==> src/particle_emitter_update_top_assert.svh <==
// Assertion macros shared by the particle emitter RTL.
// Depends on a clk_i clock and an active-low rst_ni reset in the including module.
`ifndef PARTICLE_EMITTER_UPDATE_TOP_ASSERT_SVH
`define PARTICLE_EMITTER_UPDATE_TOP_ASSERT_SVH

// Invariant that must hold at every clock edge out of reset.
`define PTCL_ASSERT_ALWAYS(label, expr, msg) \
  label: assert property (@(posedge clk_i) disable iff (!rst_ni) (expr)) else $error(msg);

// Same-cycle implication.
`define PTCL_ASSERT_IMPL(label, ante, cons, msg) \
  label: assert property (@(posedge clk_i) disable iff (!rst_ni) (ante) |-> (cons)) \
    else $error(msg);

`endif

==> src/ptcl_mul.sv <==
// Shared 33x33 signed multiplier with a registered product.
// Unsigned 32-bit operands are passed zero-extended. No dependencies.
module ptcl_mul (
  input  logic               clk_i,
  input  logic signed [32:0] a_i,
  input  logic signed [32:0] b_i,
  output logic signed [65:0] p_o
);

  logic signed [65:0] p_q;

  always_ff @(posedge clk_i) begin
    p_q <= a_i * b_i;
  end

  assign p_o = p_q;

endmodule

==> config.mk <==
export PLATFORM = sky130hd
export DESIGN_NAME = ptcl_mul
export DESIGN_NICKNAME = d
export VERILOG_FILES = /design/src/particle_emitter_update_top_assert.svh /design/src/ptcl_mul.sv
export SDC_FILE = /design/constraint.sdc
export NUM_CORES = 2
export LEC_CHECK = 0
export ABC_AREA = 1
export BUFFER_PORTS_ARGS = -buffer_cell sky130_fd_sc_hd__buf_4
export CAP_MARGIN = 10
export CORE_UTILIZATION = 50
export DETAILED_ROUTE_END_ITERATION = 7
export HOLD_SLACK_MARGIN = 0.02
export PLACE_DENSITY_LB_ADDON = 0.12
export SLEW_MARGIN = 20
export SYNTH_ARGS = -nofsm -noshare
export SYNTH_HDL_FRONTEND = slang
export SYNTH_SLANG_ARGS = --single-unit
==> constraint.sdc <==
create_clock -name clk_i -period 10.7 [get_ports clk_i]
set_clock_uncertainty 0.15 [all_clocks]
set_input_delay 1.07 -clock clk_i [delete_from_list [all_inputs] [get_ports clk_i]]
set_output_delay 1.07 -clock clk_i [all_outputs]
set_load 0.05 [all_outputs]
After elaboration in Yosys (flattened, before gate mapping)
Index checks and enable logic that the tools add are counted.
{ "word_totals": {"mem_bits_rw": 0, "rom_bits": 0, "regBits": 66, "inputBits": 67, "mem_count": 0, "elab_cells": 2, "latchBits": 0, "output_inout_bits": 66} }
{ "op_classes": {"n_lt_le_gt_ge": 0, "bitwise_logic": 0, "div": 0, "mux": 0, "n_addsub": 0, "n_reduce_logical": 0, "n_eq_ne": 0, "n_mul": 1, "shifts": 0} }
{ "op_table": {"columns": ["operator", "count"], "rows": [
  ["33-bit by 33-bit multiplier with 66-bit output", 1]
]} }

Logic depth before layout (Yosys ltp)
{ "depth": {"word_depth": 1, "mapped_depth": 34, "ltp_nobuf": 32} }

Worst setup path before layout
OpenSTA, ideal clock, no wires.
{ "synth_path": {"path_kind": "input to register", "startpoint": "input port a_i[32]", "endpoint": "register p_q[60], in the netlist p_o[60]", "path_slack_ns": 2.724, "setup_time_ns": 0.113, "cell_stages": 23, "required_time_ns": 10.437, "n_path_buf": 2, "arrival_ns": 7.713, "cell_sequence": "clkbuf_1 clkbuf_1 nand2_1 inv_1 fa_1 fa_1 fa_1 fa_1 inv_1 fa_1 fa_1 fa_1 fa_1 inv_1 ha_1 nand2_1 nor2_1 inv_1 nor3_1 nand2_1 and2_0 nand4_1 nand2_1"} }
{ "synth_via": {"elab_chain_cells": 1} }
{ "synth_rtl": {"columns": ["element", "line_no", "rtl"], "rows": [
  ["start: declaration", "ptcl_mul.sv:5", "input logic signed [32:0] a_i,"],
  ["33-bit by 33-bit multiplier with 66-bit output", "ptcl_mul.sv:13", "p_q <= a_i * b_i;"],
  ["end signal: assignment", "ptcl_mul.sv:13", null],
  ["end: declaration", "ptcl_mul.sv:10", "logic signed [65:0] p_q;"]
]} }
Every way passes these cells.

Worst setup path after layout
Ends and elaborated chain as after synthesis.

==> results list <==
- The flow ran to the end, and the final reports show no timing, DRC or antenna violations.
* Number of buffers inserted by port buffering: 132
* Routed wire length on met2: 60.01 mm
- Among the stages of the critical path, the cell type that occurs most often is fa_1.
* Detailed-route wire length per cell: 17.72 um
- Area of all sequential standard cells: 1321 um^2
- The final hold violation count was 0.
* Flip-flop count of the largest register after layout: 66
- For this run, the detailed router's first-pass iteration total came to 5.
- The critical path contains buffers and inverters numbering 5 combined.
- Maximum clock path buffer count: 2
* Routed length on met3: 5.589 mm
- Largest net degree at the start of global routing: 34
- Arr. time, crit path: 8.50 ns
* Number of vias per cell: 4.860
- Based on the critical path, the design can be clocked at up to 0.1193 GHz.
- Clock root buffer: clkbuf_16
- Data on the critical path is required at its endpoint by 10.82 ns.
- After clock tree synthesis, the setup repair step added 0 buffers.
- From synthesis to final layout, the design area changed by 4.063%.
- In this run the cell area of the synthesized design comes to 43170 um^2.
- Total core area: 85280 um^2
- Number of global-route vias before repair: 35001
* Type of the most critical hold path: input pin to register
- In this run the remaining antenna-violating nets after routing total 0.
- During synthesis, Yosys emitted a total of 0 warnings.
- Clock tree synthesis inserted a total of 9 buffers.
- Cells taking the most area after synthesis: fa_1 53%, inv_1 16%, nand2_1 13%, ha_1 6.3%, dfxtp_1 3.1%
- Flops & latches, synth: 66
- Initial antenna violation count: 6
- Once the floorplan was initialized, standard cells occupied 50.63% of the core.
- In the final layout, the multi-input gates occupy 33750 um^2.
* Htree depth: 3
- Measured against its own limit, the worst slew margin works out to 34.42%.
- The worst path in the final design needs a cycle of 8.383 ns, including I/O delays and setup.
- After detailed routing, no signal wire sits above met5.
* Total count of max-transition violations in the final report: 0
- Post-route setup TNS: 0 ns
* RSZ-0062 raised after global routing: false
- Max-cap violations in this run came to 0.
- Critical path peak fanout: 33
- Cells after Synth: 5543
- Stage delay of the slowest cell on the critical path: 1.25 ns
- The detailed router put a total of 48.13 mm of wire on met1.
- Finished Layout Cells: 6577
- Critical path class: input pin to register
- Leading cell type in the layout, fill and taps excluded: inv_1
- From bottom edge to top edge, the die measures 295.9 um.
- After synthesis, flip-flops and latches occupy 3.060% of the total area.
- Global-route usage over all layers: 28.47%
* Number of nets in the final layout: 6855
* Worst Max-Slew Pin Slew: 0.9826 ns
* Mean post-synth cell area: 7.789 um^2
- Of all flip-flops after synthesis, the portion carrying an async set or reset was 0%.
- After clock tree synthesis, the clock-pin slew on the worst setup and hold paths is 0.08 ns.
- The filler cells instantiated in the layout total 8371.
- After detailed routing, the number of remaining DRC violations is 0.
- TritonCTS built the clock tree.
* EDFF count, synth: 0
- The critical path goes through buf_4 > nand2_1 > inv_1 > fa_1 > fa_1 > fa_1 > fa_1 > inv_1 > fa_1 > fa_1 > fa_1 > fa_1 > inv_1 > ha_1 > nand2_1 > nor2_1 > inv_1 > nor3_1 > nand2_1 > nor2_1 > nand2_1 > nand4_1 > nand2_1.
- The post-route netlist has 3.904% of its cells at a drive strength greater than 1.
- The final critical path takes up 78.35% of the cycle.
- The detailed router placed 31966 vias in this run.
* Count of distinct cell types in the synthesized netlist: 35
- DRC marker count from the first detailed-route iteration: 1936
- Ys flop type: dfxtp_1
* Die Outline Area: 87530 um^2
- Hold repair after CTS inserted 0 buffers.
- Summed over all layers, the routed wires come to 116.5 mm.
- Startpoint kind of the worst setup timing path: input pin
- The die is 295.9 um wide.
* Area share of the largest cell type after synthesis: 53.09%
- Largest area contributor in the synthesized netlist: fa_1
- The cell family contributing the most delay on the critical path is adder cells.
* Kind of end point of the critical path: register
- Remaining Overflow, GRT: 0
- The slowest stage of the critical path is the fa_1 cell.
- Routability-driven placement finished with a final weighted congestion of 0.9453.
* Placed Cells: 6559
- Setup violations remaining at the end of the flow were counted as 0.
- Synthesized Nets: 6972
* Worst hold slack: 1.111 ns
- The wire-length estimate of the detail-placed layout is 99.40 mm.
- Site Rows: 107
- The clock drives 66 sinks.
* Number of placed I/O pins: 133
- First-pass GRT wire length: 190.9 mm
- In the layout the commonest cells are 1893 x inv_1, 1517 x nand2_1, 1145 x fa_1.
* Fin util: 52.68%
* Post-CTS Resized: 0
## cell families after synthesis
kind of cell             share of synthesized area, %
AO/OA/AOI/OAI                                   1.377
XOR/XNOR                                       0.8317
adder cells (fa/ha/maj)                         59.38
buffers and inverters                           18.76
flip-flops                                      3.060
AND/OR/NAND/NOR                                 16.59
## path summary, 6_finish.rpt
check,cells after the start,slack (ns),from,end
setup / recovery,23,2.32,a_i[32],p_o[60]
hold / removal,3,1.11,b_i[0],p_o[0]
## cell usage after synthesis, drive strengths merged, types with 6 or more instances
library cell     n
clkbuf         262
nor3             8
nand3           78
nor2           154
nand4           19
o21bai          14
nand2         1534
a21oi           65
o21ai           23
inv           1895
ha             217
fa            1145
or2              6
dfxtp           66
xor2            37
## layer usage
metal,global-route usage [%],vias up
met5,0,-
met3,2.496,160
li1,-,14739
met2,52.01,847
met1,36.61,16212
met4,6.104,8
## stage by stage
step                      setup slack, ns  cell area [um^2]
after floorplan                     2.724             43170
after global placement              1.979             44630
after detailed placement            1.952             44630
after CTS                           2.311             44920
after global routing                1.889             44930
final                               2.317             44930
## cell type report
class | count | area share (%)
multi-input combinational | 3319 | 75.13
timing repair buffer | 135 | 2.256
clock buffer | 12 | 0.5932
inverter | 1895 | 15.83
sequential | 66 | 2.941
tap | 1144 | 3.186
antenna | 2 | 0.01114
clock inverter | 4 | 0.05570
## tightest hold or removal path, stage by stage
cell,delay (ns)
buf_4,0.23
nand2_1,0.17
inv_1,0.05
Power is not shown: default switching activity piles up to over one toggle a cycle in this logic, so the estimate is an artifact.
