**src/particle_emitter_update_top_assert.svh**
```systemverilog
// Assertion macros shared by the particle emitter RTL.
// Depends on a clk_i clock and an active-low rst_ni reset in the including module.
`ifndef PARTICLE_EMITTER_UPDATE_TOP_ASSERT_SVH
`define PARTICLE_EMITTER_UPDATE_TOP_ASSERT_SVH

// Invariant that must hold at every clock edge out of reset.
`define PTCL_ASSERT_ALWAYS(label, expr, msg) \
  label: assert property (@(posedge clk_i) disable iff (!rst_ni) (expr)) else $error(msg);

// Same-cycle implication.
`define PTCL_ASSERT_IMPL(label, ante, cons, msg) \
  label: assert property (@(posedge clk_i) disable iff (!rst_ni) (ante) |-> (cons)) \
    else $error(msg);

`endif

```
**src/ptcl_ram.sv**
```systemverilog
// Generic single-write, single-read synchronous RAM with registered read data.
// No dependencies.
module ptcl_ram #(
  parameter int WIDTH = 32,
  parameter int DEPTH = 64
) (
  input  logic                     clk_i,
  input  logic                     we_i,
  input  logic [$clog2(DEPTH)-1:0] waddr_i,
  input  logic [WIDTH-1:0]         wdata_i,
  input  logic                     re_i,
  input  logic [$clog2(DEPTH)-1:0] raddr_i,
  output logic [WIDTH-1:0]         rdata_o
);

  logic [WIDTH-1:0] mem_q [DEPTH];
  logic [WIDTH-1:0] rdata_q;

  always_ff @(posedge clk_i) begin
    if (we_i) begin
      mem_q[waddr_i] <= wdata_i;
    end
    if (re_i) begin
      rdata_q <= mem_q[raddr_i];
    end
  end

  assign rdata_o = rdata_q;

endmodule

```
**config.mk**
```make
export PLATFORM = sky130hd
export DESIGN_NAME = ptcl_ram
export DESIGN_NICKNAME = d
export VERILOG_FILES = /design/src/particle_emitter_update_top_assert.svh /design/src/ptcl_ram.sv
export SDC_FILE = /design/constraint.sdc
export NUM_CORES = 2
export LEC_CHECK = 0
export ABC_AREA = 1
export BUFFER_PORTS_ARGS = -buffer_cell sky130_fd_sc_hd__clkbuf_2
export CAP_MARGIN = 30
export CORE_ASPECT_RATIO = 0.7
export CORE_MARGIN = 10
export CORE_UTILIZATION = 45
export CTS_BUF_LIST = sky130_fd_sc_hd__clkbuf_8
export CTS_CLUSTER_DIAMETER = 200
export DETAILED_ROUTE_END_ITERATION = 8
export SYNTH_ARGS = -nofsm -noshare
export SYNTH_HDL_FRONTEND = slang
export SYNTH_SLANG_ARGS = --single-unit
```
**constraint.sdc**
```tcl
create_clock -name clk_i -period 12.4 [get_ports clk_i]
set_input_delay 0.62 -clock clk_i [delete_from_list [all_inputs] [get_ports clk_i]]
set_output_delay 0.62 -clock clk_i [all_outputs]
set_load 0.05 [all_outputs]
```
### Yosys cells after proc, flatten, opt, wreduce, memory -nomap -nowiden

Memory sizes are Yosys's and may differ from the RTL's. A register that Yosys moved wholly into a read port is not among the register bits.
Index checks and enable logic that the tools add are counted.

| storage, ports and cells | value |
|---|---|
| memory bits (writable) | 2,048 |
| bits of input ports | 47 |
| memories | 1 |
| output and inout bits | 32 |
| register bits after elaboration | 0 |

| cells by class | value |
|---|---|
| muxes and demuxes | 2 |

Memory list:

| name | depth | bits a word | rd ports | clocked after memory_dff | wr ports | line | text |
|---|---|---|---|---|---|---|---|
| mem_q | 64 | 32 | 1 | 1 | 1 | ptcl_ram.sv:16 | `logic [WIDTH-1:0] mem_q [DEPTH];` |

Operator list:

| kind | number |
|---|---|
| two-way mux 1 bit | 2 |

### Longest topological paths before layout

| logic depth | value |
|---|---|
| depth after elaboration | 2 |
| depth in mapped cells | 13 |

### Least setup slack after synthesis

No wires, ideal clock.

| path | value |
|---|---|
| path type | input-to-reg |
| start | input port we_i |
| end | memory mem_q[48][0] (enable) |
| path buffers | 1 |
| path slack | 7.650 ns |
| cell stages on the path | 3 |
| data arrival time | 4.248 ns |
| path through | clkbuf_1 -> nand4_1 -> nor4_1 |

| between the ends | value |
|---|---|
| cells in the longest elaborated chain, start to end | 2 |

RTL lines:

| element | line | text |
|---|---|---|
| from (decl) | ptcl_ram.sv:8 | `input logic we_i,` |
| two-way mux 1 bit | ptcl_ram.sv:20 | `if (we_i) begin` |
| two-way mux 1 bit (implied by the code) | ptcl_ram.sv:21 | `mem_q[waddr_i] <= wdata_i;` |
| to (decl) | ptcl_ram.sv:16 |  |

No other way between the ends.

==> impl_metrics.py <==
metrics = {
    "route": {
        "wl_per_cell_um": 26.04,
        "firstDrtPassIters": 7,
        "drc": 0,
        "via_per_inst": 5.742,
        "routed_wl_mm": 248.5,
        "ant_nets": 0,
        "drtIter0Drc": 7452,
        "vias": 54790,
    },
    "sta": {
        "drv_slew": 0,
        "min_period_ns": 4.178,
        "hold_violations": 0,
        "worstMarginPinSlew_ns": 1.321,
        "grt_setup_unrepaired": "no",
        "setup_viol": 0,
        "fmax_ghz": 0.2394,
        "finalSetupTns_ns": 0,
        "relSlewSlack_pct": 11.97,
        "fin_skew_ns": 0.05945,
        "finalCritPeriodShare_pct": 33.69,
    },
    "clock_network": {
        "clkSinkCount": 2080,
        "clockBufferDepth": 4,
        "root_buffer": "clkbuf_8",
        "cts_resized": 0,
        "cts_setup_buffers": 0,
        "cts.htree.levels": 5,
        "path_clk_slew_ns": 0.06,
        "numCtsBuffers": 321,
        "clkLatencyLatePin_ns": 1.02,
        "cts_tree": "yes",
        "cts_hold_buf": 0,
    },
    "grt": {
        "grt_pass1_wl_mm": 358.7,
        "track_usage_pct": 23.80,
        "grt_overflow": 0,
        "grt_pass1_vias": 51340,
        "grt_max_degree": 234,
        "antenna_found_initial": 18,
    },
    "finish": {
        "final_area_sq_um": 91440,
        "syn_to_final_growth_pct": 10.09,
        "fillers": 16010,
        "final_cell_mix": "nand2_1, edfxtp_1, nand3_1",
        "layout.nets": 6918,
        "layout_commonest_cell": "nand2_1",
        "drive_gt1_share_pct": 9.277,
    },
    "synthesis": {
        "yosys_warnings": 0,
        "ys_types": 15,
        "synth_top_area_share_pct": 75.20,
        "synth.yosys.seq_area_share_pct": 75.20,
        "avgSynthCellArea_sq_um": 12.27,
        "yosys.area.top_type": "edfxtp_1",
        "synthTopCellsByArea": "edfxtp_1, nand3_1, nand2_1",
        "ys_ff_latch": 2080,
        "synthCells": 6769,
        "syn-num-nets": 6816,
        "syn_area_sq_um": 83060,
    },
    "die": {
        "die_h_um": 379.4,
        "num_rows": 131,
        "die_area_sq_um": 202400,
        "core_area_sq_um": 182900,
        "ios": 79,
        "die_x_um": 533.5,
        "start_util_pct": 45.41,
    },
    "critical_path": {
        "crit_fanout": 233,
        "crit_path_end_kind": "flop",
        "required_ns": 13.28,
        "startpoint_type": "input port",
        "worstSetupPathType": "in2reg",
        "critPathArrivalTime_ns": 5.06,
    },
    "pwr": {
        "power.density_nw_per_um2": 151.2,
        "vdd_drop_max_uv": 116.9,
        "leakagePower_nw": 32.17,
    },
    "place": {
        "hpwl_mm": 122.1,
        "place_area_sq_um": 85980,
        "portBuffers": 78,
        "place_congestion": 0.8208,
    },
    "outcome": {
        "status": "finished, final reports clean",
    },
    "run": {
        "max-cap-violations": 0,
    },
    "min_path": {
        "hold_class": "in2reg",
    },
}
==> final timing paths <==
path / start / end / slack [ns] / cells past startpoint
setup / recovery: raddr_i[0] / rdata_o[2]$_DFFE_PP_ / 8.22 / 14
hold / removal: wdata_i[27] / mem_q[10][27]$_DFFE_PP_ / 0.24 / 2
setup reg to reg: mem_q[21][26]$_DFFE_PP_ / rdata_o[26]$_DFFE_PP_ / 10.63 / 8
hold reg to reg: mem_q[36][9]$_DFFE_PP_ / rdata_o[9]$_DFFE_PP_ / 0.88 / 8
==> worst max-delay path, cell delays in order <==
cell and delay [ns]:
buf_8 0.31, inv_16 0.73, buf_4 0.47, buf_16 0.30, buf_4 0.76, buf_4 0.71
nand2_1 0.13, nand3_1 0.11, nand3_1 0.09, nand3_1 0.18, nand3_1 0.10, nand2_1 0.09
nand2_1 0.06, nand2_1 0.09
==> through the flow <==
stage	total power, W	hold slack (ns)	instances	setup WS [ns]	utilization (%)
5_1_grt	0.01428	0.2152	9537	8.004	49.98
6_report	0.01383	0.2365	9542	8.222	49.99
2_1_floorplan	0.008473	0.7189	6769	7.650	-
4_1_cts	0.01388	0.1846	9529	8.119	49.94
3_5_place_dp	0.008860	0.8600	9006	7.014	47.00
3_3_place_gp	0.008850	0.8836	9006	7.091	47.00
==> registers in the layout (all words and copies together), names as in the netlist <==
register  flops
rdata_o      32
mem_q      2048
==> area by class of cell <==
type | count | area, sq um | area share [%]
Antenna cell | 11 | 27.53 | 0.03010
Clock buffer | 328 | 4514 | 4.937
Clock inverter | 195 | 859.6 | 0.9401
Inverter | 12 | 82.58 | 0.09031
Multi-Input combinational cell | 4228 | 18770 | 20.53
Sequential cell | 2080 | 62460 | 68.31
Tap cell | 2460 | 3078 | 3.366
Timing Repair Buffer | 228 | 1645 | 1.799
==> layer usage <==
layer  wire, um  GRT usage, %  share of wire (%)  up-vias
li1           -             -                  -    24350
met1     107400         35.84                 43    26870
met4       5996         6.883                2.4       14
met3      27010         4.397                 11      430
met5         99             0              0.040        -
met2     108000         35.33                 43     3119
==> Yosys cell counts <==
cell type and count:
buf_1 40, buf_2 282, buf_4 45, buf_6 3, buf_8 2, clkbuf_1 77
edfxtp_1 2080, inv_1 9, inv_2 2, inv_4 1, nand2_1 2248, nand3_1 1907
nand4_1 9, nor2_1 56, nor4_1 8
==> power breakdown <==
part	internal (W)	total, W	switching (W)
registers	0.00780	0.00783	0.0000301
clock network	0.00249	0.00511	0.00261
logic	0.000199	0.000891	0.000692
==> logic make-up (layout without fill, tap and decap cells) <==
kind of cell,count (synthesis),count (layout),synth area share (%)
buffers and inverters,461,763,2.769
DFF,2080,2080,75.20
other,0,11,0
and+or+nand+nor,4228,4228,22.03
No activity file was read; power rests on OpenSTA's default activity.
