<file path="src/particle_emitter_update_top_assert.svh">
// Assertion macros shared by the particle emitter RTL.
// Depends on a clk_i clock and an active-low rst_ni reset in the including module.
`ifndef PARTICLE_EMITTER_UPDATE_TOP_ASSERT_SVH
`define PARTICLE_EMITTER_UPDATE_TOP_ASSERT_SVH

// Invariant that must hold at every clock edge out of reset.
`define PTCL_ASSERT_ALWAYS(label, expr, msg) \
  label: assert property (@(posedge clk_i) disable iff (!rst_ni) (expr)) else $error(msg);

// Same-cycle implication.
`define PTCL_ASSERT_IMPL(label, ante, cons, msg) \
  label: assert property (@(posedge clk_i) disable iff (!rst_ni) (ante) |-> (cons)) \
    else $error(msg);

`endif

</file>
<file path="src/ptcl_div.sv">
// Restoring divider for the life fraction: (num << 16) / den, with num < den.
// One quotient bit per cycle. Depends on nothing but its ports.
module ptcl_div (
  input  logic        clk_i,
  input  logic        rst_ni,
  input  logic        start_i,
  input  logic [30:0] num_i,
  input  logic [30:0] den_i,
  output logic        busy_o,
  output logic        done_o,
  output logic [15:0] quot_o
);

  logic [30:0] rem_q;
  logic [30:0] den_q;
  logic [15:0] quot_q;
  logic [4:0]  cnt_q;
  logic        busy_q;
  logic        done_q;
  logic [31:0] shifted;
  logic [31:0] diff;
  logic        take;

  assign shifted = {rem_q, 1'b0};
  assign diff    = shifted - {1'b0, den_q};
  assign take    = shifted >= {1'b0, den_q};

  always_ff @(posedge clk_i or negedge rst_ni) begin
    if (!rst_ni) begin
      busy_q <= 1'b0;
      done_q <= 1'b0;
      cnt_q  <= '0;
    end else begin
      done_q <= 1'b0;
      if (start_i) begin
        busy_q <= 1'b1;
        cnt_q  <= 5'd16;
      end else if (busy_q) begin
        cnt_q <= cnt_q - 5'd1;
        if (cnt_q == 5'd1) begin
          busy_q <= 1'b0;
          done_q <= 1'b1;
        end
      end
    end
  end

  // The partial remainder always stays below the divisor, so it fits 31 bits.
  always_ff @(posedge clk_i) begin
    if (start_i) begin
      rem_q  <= num_i;
      den_q  <= den_i;
      quot_q <= '0;
    end else if (busy_q) begin
      rem_q  <= take ? diff[30:0] : shifted[30:0];
      quot_q <= {quot_q[14:0], take};
    end
  end

  assign busy_o = busy_q;
  assign done_o = done_q;
  assign quot_o = quot_q;

endmodule

</file>
<file path="config.mk">
export PLATFORM = sky130hd
export DESIGN_NAME = ptcl_div
export DESIGN_NICKNAME = d
export VERILOG_FILES = /design/src/particle_emitter_update_top_assert.svh /design/src/ptcl_div.sv
export SDC_FILE = /design/constraint.sdc
export NUM_CORES = 1
export LEC_CHECK = 0
export ABC_AREA = 0
export BUFFER_PORTS_ARGS = -buffer_cell sky130_fd_sc_hd__buf_4
export CORE_MARGIN = 2
export CORE_UTILIZATION = 40
export DETAILED_ROUTE_END_ITERATION = 12
export GPL_TIMING_DRIVEN = 0
export PLACE_DENSITY = 0.62
export REMOVE_ABC_BUFFERS = 1
export SLEW_MARGIN = 20
export SYNTH_ARGS = -nofsm -noshare
export SYNTH_HDL_FRONTEND = slang
export SYNTH_SLANG_ARGS = --single-unit
</file>
<file path="constraint.sdc">
create_clock -name clk_i -period 3.7 [get_ports clk_i]
set_clock_uncertainty 0.05 [all_clocks]
set_input_delay 0.555 -clock clk_i [delete_from_list [all_inputs] [get_ports clk_i]]
set_output_delay 0.555 -clock clk_i [all_outputs]
set_load 0.01 [all_outputs]
</file>
# Word-level counts from Yosys, hierarchy flattened
# Cells that the tools add are included.
[totals]
regBits = 85
inputBits = 65
output_inout_bits = 18
[classes]
add_sub_neg = 2
magnitude_cmp = 1
n_eq_ne = 1
n_mux = 11
n_reduce_logical = 1
[op_table]
columns = ["operator", "count"]
rows = [
  ["two-way mux 31 bit", 3],
  ["greater-or-equal comparator 32 x 31 -> 1 bit", 1],
  ["subtractor 31 bit", 1],
  ["two-way mux 5 bit", 2],
  ["two-way mux 1 bit", 6],
  ["== test 5 x 1 -> 1 bit (second input constant)", 1],
  ["subtractor 5 x 1 -> 5 bit (second input constant)", 1],
  ["nonzero test 2 bit", 1],
]

# Logic depth before layout (Yosys ltp)
[logic_depth]
ltp_word = 4
mapped_depth = 14
depth_no_buf = 10

# Worst setup path after synthesis
# No wires, ideal clock.
[synth_path]
path_type = "register -> register"
from = "register rem_q[0]"
to = "register rem_q[3] (data pin)"
arrival_ns = 2.594
t_required_ns = 3.390
setup_slack_ns = 0.796
stages_incl_launch_ff = 11
path_buffers = 1
cell_sequence = "edfxtp_1 > fa_1 > a211oi_1 > o21bai_1 > a21oi_1 > nand2b_1 > nand4_2 > a21o_1 > buf_6 > mux2_4 > mux2_2"
[synth_between]
elab_chain_cells = 4
[synth_lines]
columns = ["element", "line_no", "source"]
rows = [
  ["from (decl)", "ptcl_div.sv:14", "logic [30:0] rem_q;"],
  ["from (signal assigned)", "ptcl_div.sv:51", "rem_q <= num_i;"],
  ["from (signal assigned)", "ptcl_div.sv:55", "rem_q <= take ? diff[30:0] : shifted[30:0];"],
  ["subtractor 31 bit or greater-or-equal comparator 32 x 31 -> 1 bit (tied branches)", "ptcl_div.sv:25, ptcl_div.sv:26", ""],
  ["two-way mux 31 bit *", "ptcl_div.sv:55", ""],
  ["two-way mux 31 bit *", "ptcl_div.sv:54", "end else if (busy_q) begin"],
  ["two-way mux 31 bit *", "ptcl_div.sv:50", "if (start_i) begin"],
]
# Every way passes the cells marked *; elsewhere a longest branch is shown, timed or not. The select of a mux whose other input is x is not followed.
# A chain may end at the register's enable or synchronous reset.

# Final worst setup path
# Ends and elaborated chain as after synthesis.

==> impl_metrics.toml <==
[outcome]
outcome = "completed"

[global_route]
grt_max_degree = 91
grt_pass1_wl_um = 20500
gr-total-overflow = 0
grt_pass1_vias = 4184
antenna_found_initial = 0
track_usage_pct = 18.1

[cts]
clkTransAtPathRegs_ns = 0.08
numCtsBuffers = 9
cts_sinks = 85
cts_tree = "done"
htree_levels = 3
cts_buffer_depth = 2
clk-insertion-delay-late_ns = 0.36
cts-root-buf = "clkbuf_16"

[synthesis]
yosysWarnings = 0
synth_area_leaders = "edfxtp_1, ha_1, dfxtp_1"
synth.distinct_cells = 65
seq_area_frac_synth_pct = 44.1
yosysTopAreaCell = "edfxtp_1"
synth-seq-cells = 85
synth_ff_type = "edfxtp_1"
synthCells = 526
synthArstFlopShare_pct = 8.24
synth_top_area_share_pct = 34.8
syn_area_per_cell_um2 = 10.2
syn_area_um2 = 5350
synth_edf_count = 62

[critical_path]
startpoint_type = "flip-flop"
startpoint = "rem_q[0]$_DFFE_PP_"
r2r-start = "rem_q[0]$_DFFE_PP_"
cp-end-kind = "flip-flop"
critical_path_arrival_ns = 3.47
required_ns = 3.76
path_max_fanout = 25
path_class = "flip-flop to flip-flop"

[routing]
wire_per_inst_um = 16.0
routed_wl_um = 12400
drc = 0
firstDrtPassIters = 5
vias_per_cell = 5.35
ant_nets = 0
drt_iter0_drc = 205
vias = 4165

[cells_and_area]
final_util_pct = 48.7
nets = 697
n_antenna_cell = 0
drive_gt1_share_pct = 21.6
layout_commonest_cell = "buf_4"
syn_to_final_growth_pct = 19.7
final_cell_mix = "buf_4, edfxtp_1, nor2_1"
final_area_um2 = 6400

[floorplanning]
rows = 42
die_w_um = 120
start_util_pct = 40.7
die-area_um2 = 14300
io_pins = 83
core_area_um2 = 13100
chipHeight_um = 120

[flow_run]
maxCapViolCount = 0

[sta]
finalHoldViolations = 0
relSlewSlack_pct = 27.7
rsz0062_at_grt = "no"
timing.fmax_mhz = 293
post-route-period-util_pct = 92.3
final_max_slew_viol_count = 0
setup_viol = 0
finalWorstSetupSlack_ns = 0.285
min_period_ns = 3.42
worst_slew_pin_slew_ns = 1.08

[power_and_ir_drop]
leakagePower_uw = 0.00290
vdd_drop_max_uv = 336
powerDensity_nw_per_um2 = 781

[placement]
io_buffers = 82
gp_congestion = 0.862
place_area_um2 = 6050
pre_cts_slack_ns = -0.0986
dp_hpwl_um = 8380

[min_path]
hp-start = "den_i[9]"
hold_path_class = "input pin to flip-flop"
==> flip-flops by register name, indices dropped and copies added, names as in the netlist <==
name / cells
busy_o: 1
quot_o: 16
done_o: 1
den_q: 31
rem_q: 31
cnt_q: 5
==> through the flow <==
stage	total power (uW)	std cells	setup TNS (ns)	hold WS, ns
floorplan	3420	500	0	0.209
global placement	3930	758	-2.64	0.319
detailed placement	4000	758	-0.393	0.324
CTS	4990	776	0	0.303
global route	5390	779	0	0.307
finish	5000	779	0	0.316
==> critical path, cell delays in order, from the launching register on <==
cell and delay (ns):
edfxtp_1 0.44, fa_1 0.50, a211oi_1 0.29, o21bai_1 0.14
a21oi_1 0.23, nand2b_1 0.27, nand4_2 0.24, a21o_4 0.41
mux2_4 0.34, mux2_2 0.25
==> synth_stat cells, types with 4 or more instances <==
library cell and n:
edfxtp_1 62, ha_1 33, dfrtp_1 7, a21oi_1 33, nand3_1 9, a211oi_1 7, xor2_1 10, inv_1 36
nand2_1 43, o31ai_1 4, clkbuf_1 12, xnor2_1 15, nor3_1 6, dfxtp_1 16, nand2b_1 6, mux2_4 6
o21bai_1 6, or3_1 4, mux2_2 6, a21o_1 23, buf_1 4, nor2_1 49, and3_1 8, o21ai_0 17
mux2i_1 18, a31oi_1 10, a221o_1 5, nand4_1 7, o21a_1 4
==> final cells by class <==
type,count,area [um^2]
clock buffers,9,225
clock inverters,7,73.8
fillers,1249,6740
inverters,36,135
multi-input cells,380,2740
flip-flops and latches,85,2360
well taps,176,220
repair buffers,86,648
==> layer usage <==
metal / track usage [%] / vias to the layer above / wire length (um)
met1: 23.7 / 1962 / 5770
met4: 4.04 / 0 / 102
met5: 0 / - / 0
met2: 29.5 / 116 / 5860
met3: 5.51 / 10 / 708
li1: - / 2077 / -
==> what timing repair did <==
action | CTS | global route
endpoints found under the setup margin | 7 | 17
setup buffers | 0 | 3
gates resized for setup | 1 | 2
gates cloned | 1 | 0
hold buffers | 1 | 0
hold endpoints to repair | 7 | 0
pin swaps | 1 | 1
==> worst paths after layout <==
path / end / slack (ns) / depth (start not counted)
setup / recovery: rem_q[3]$_DFFE_PP_ / 0.28 / 9
hold / removal: den_q[9]$_DFFE_PP_ / 0.32 / 1
setup reg to reg: rem_q[3]$_DFFE_PP_ / 0.28 / 9
hold reg to reg: quot_o[0]$_SDFFE_PP0P_ / 0.46 / 2
max in group asynchronous: cnt_q[2]$_DFFE_PN0P_ / 2.97 / 2
min in group asynchronous: busy_o$_DFF_PN0_ / 0.51 / 2
==> report_power, final <==
part	switching [uW]	internal, uW
logic	1410	1180
registers	150	1320
clock network	447	481
total	2010	2990
==> logic make-up (layout without fill, tap and decap cells) <==
logic type,after synthesis,in the layout,synth area share [%]
AND/OR/NAND/NOR,154,154,14.4
AO/OA/AOI/OAI,136,137,17.8
flip-flops,85,85,44.1
buffers and inverters,62,138,5.22
adder cells (fa/ha/maj),34,34,8.10
multiplexers,30,30,6.32
XOR/XNOR,25,25,4.10
Power figures use the tool's default switching activity.
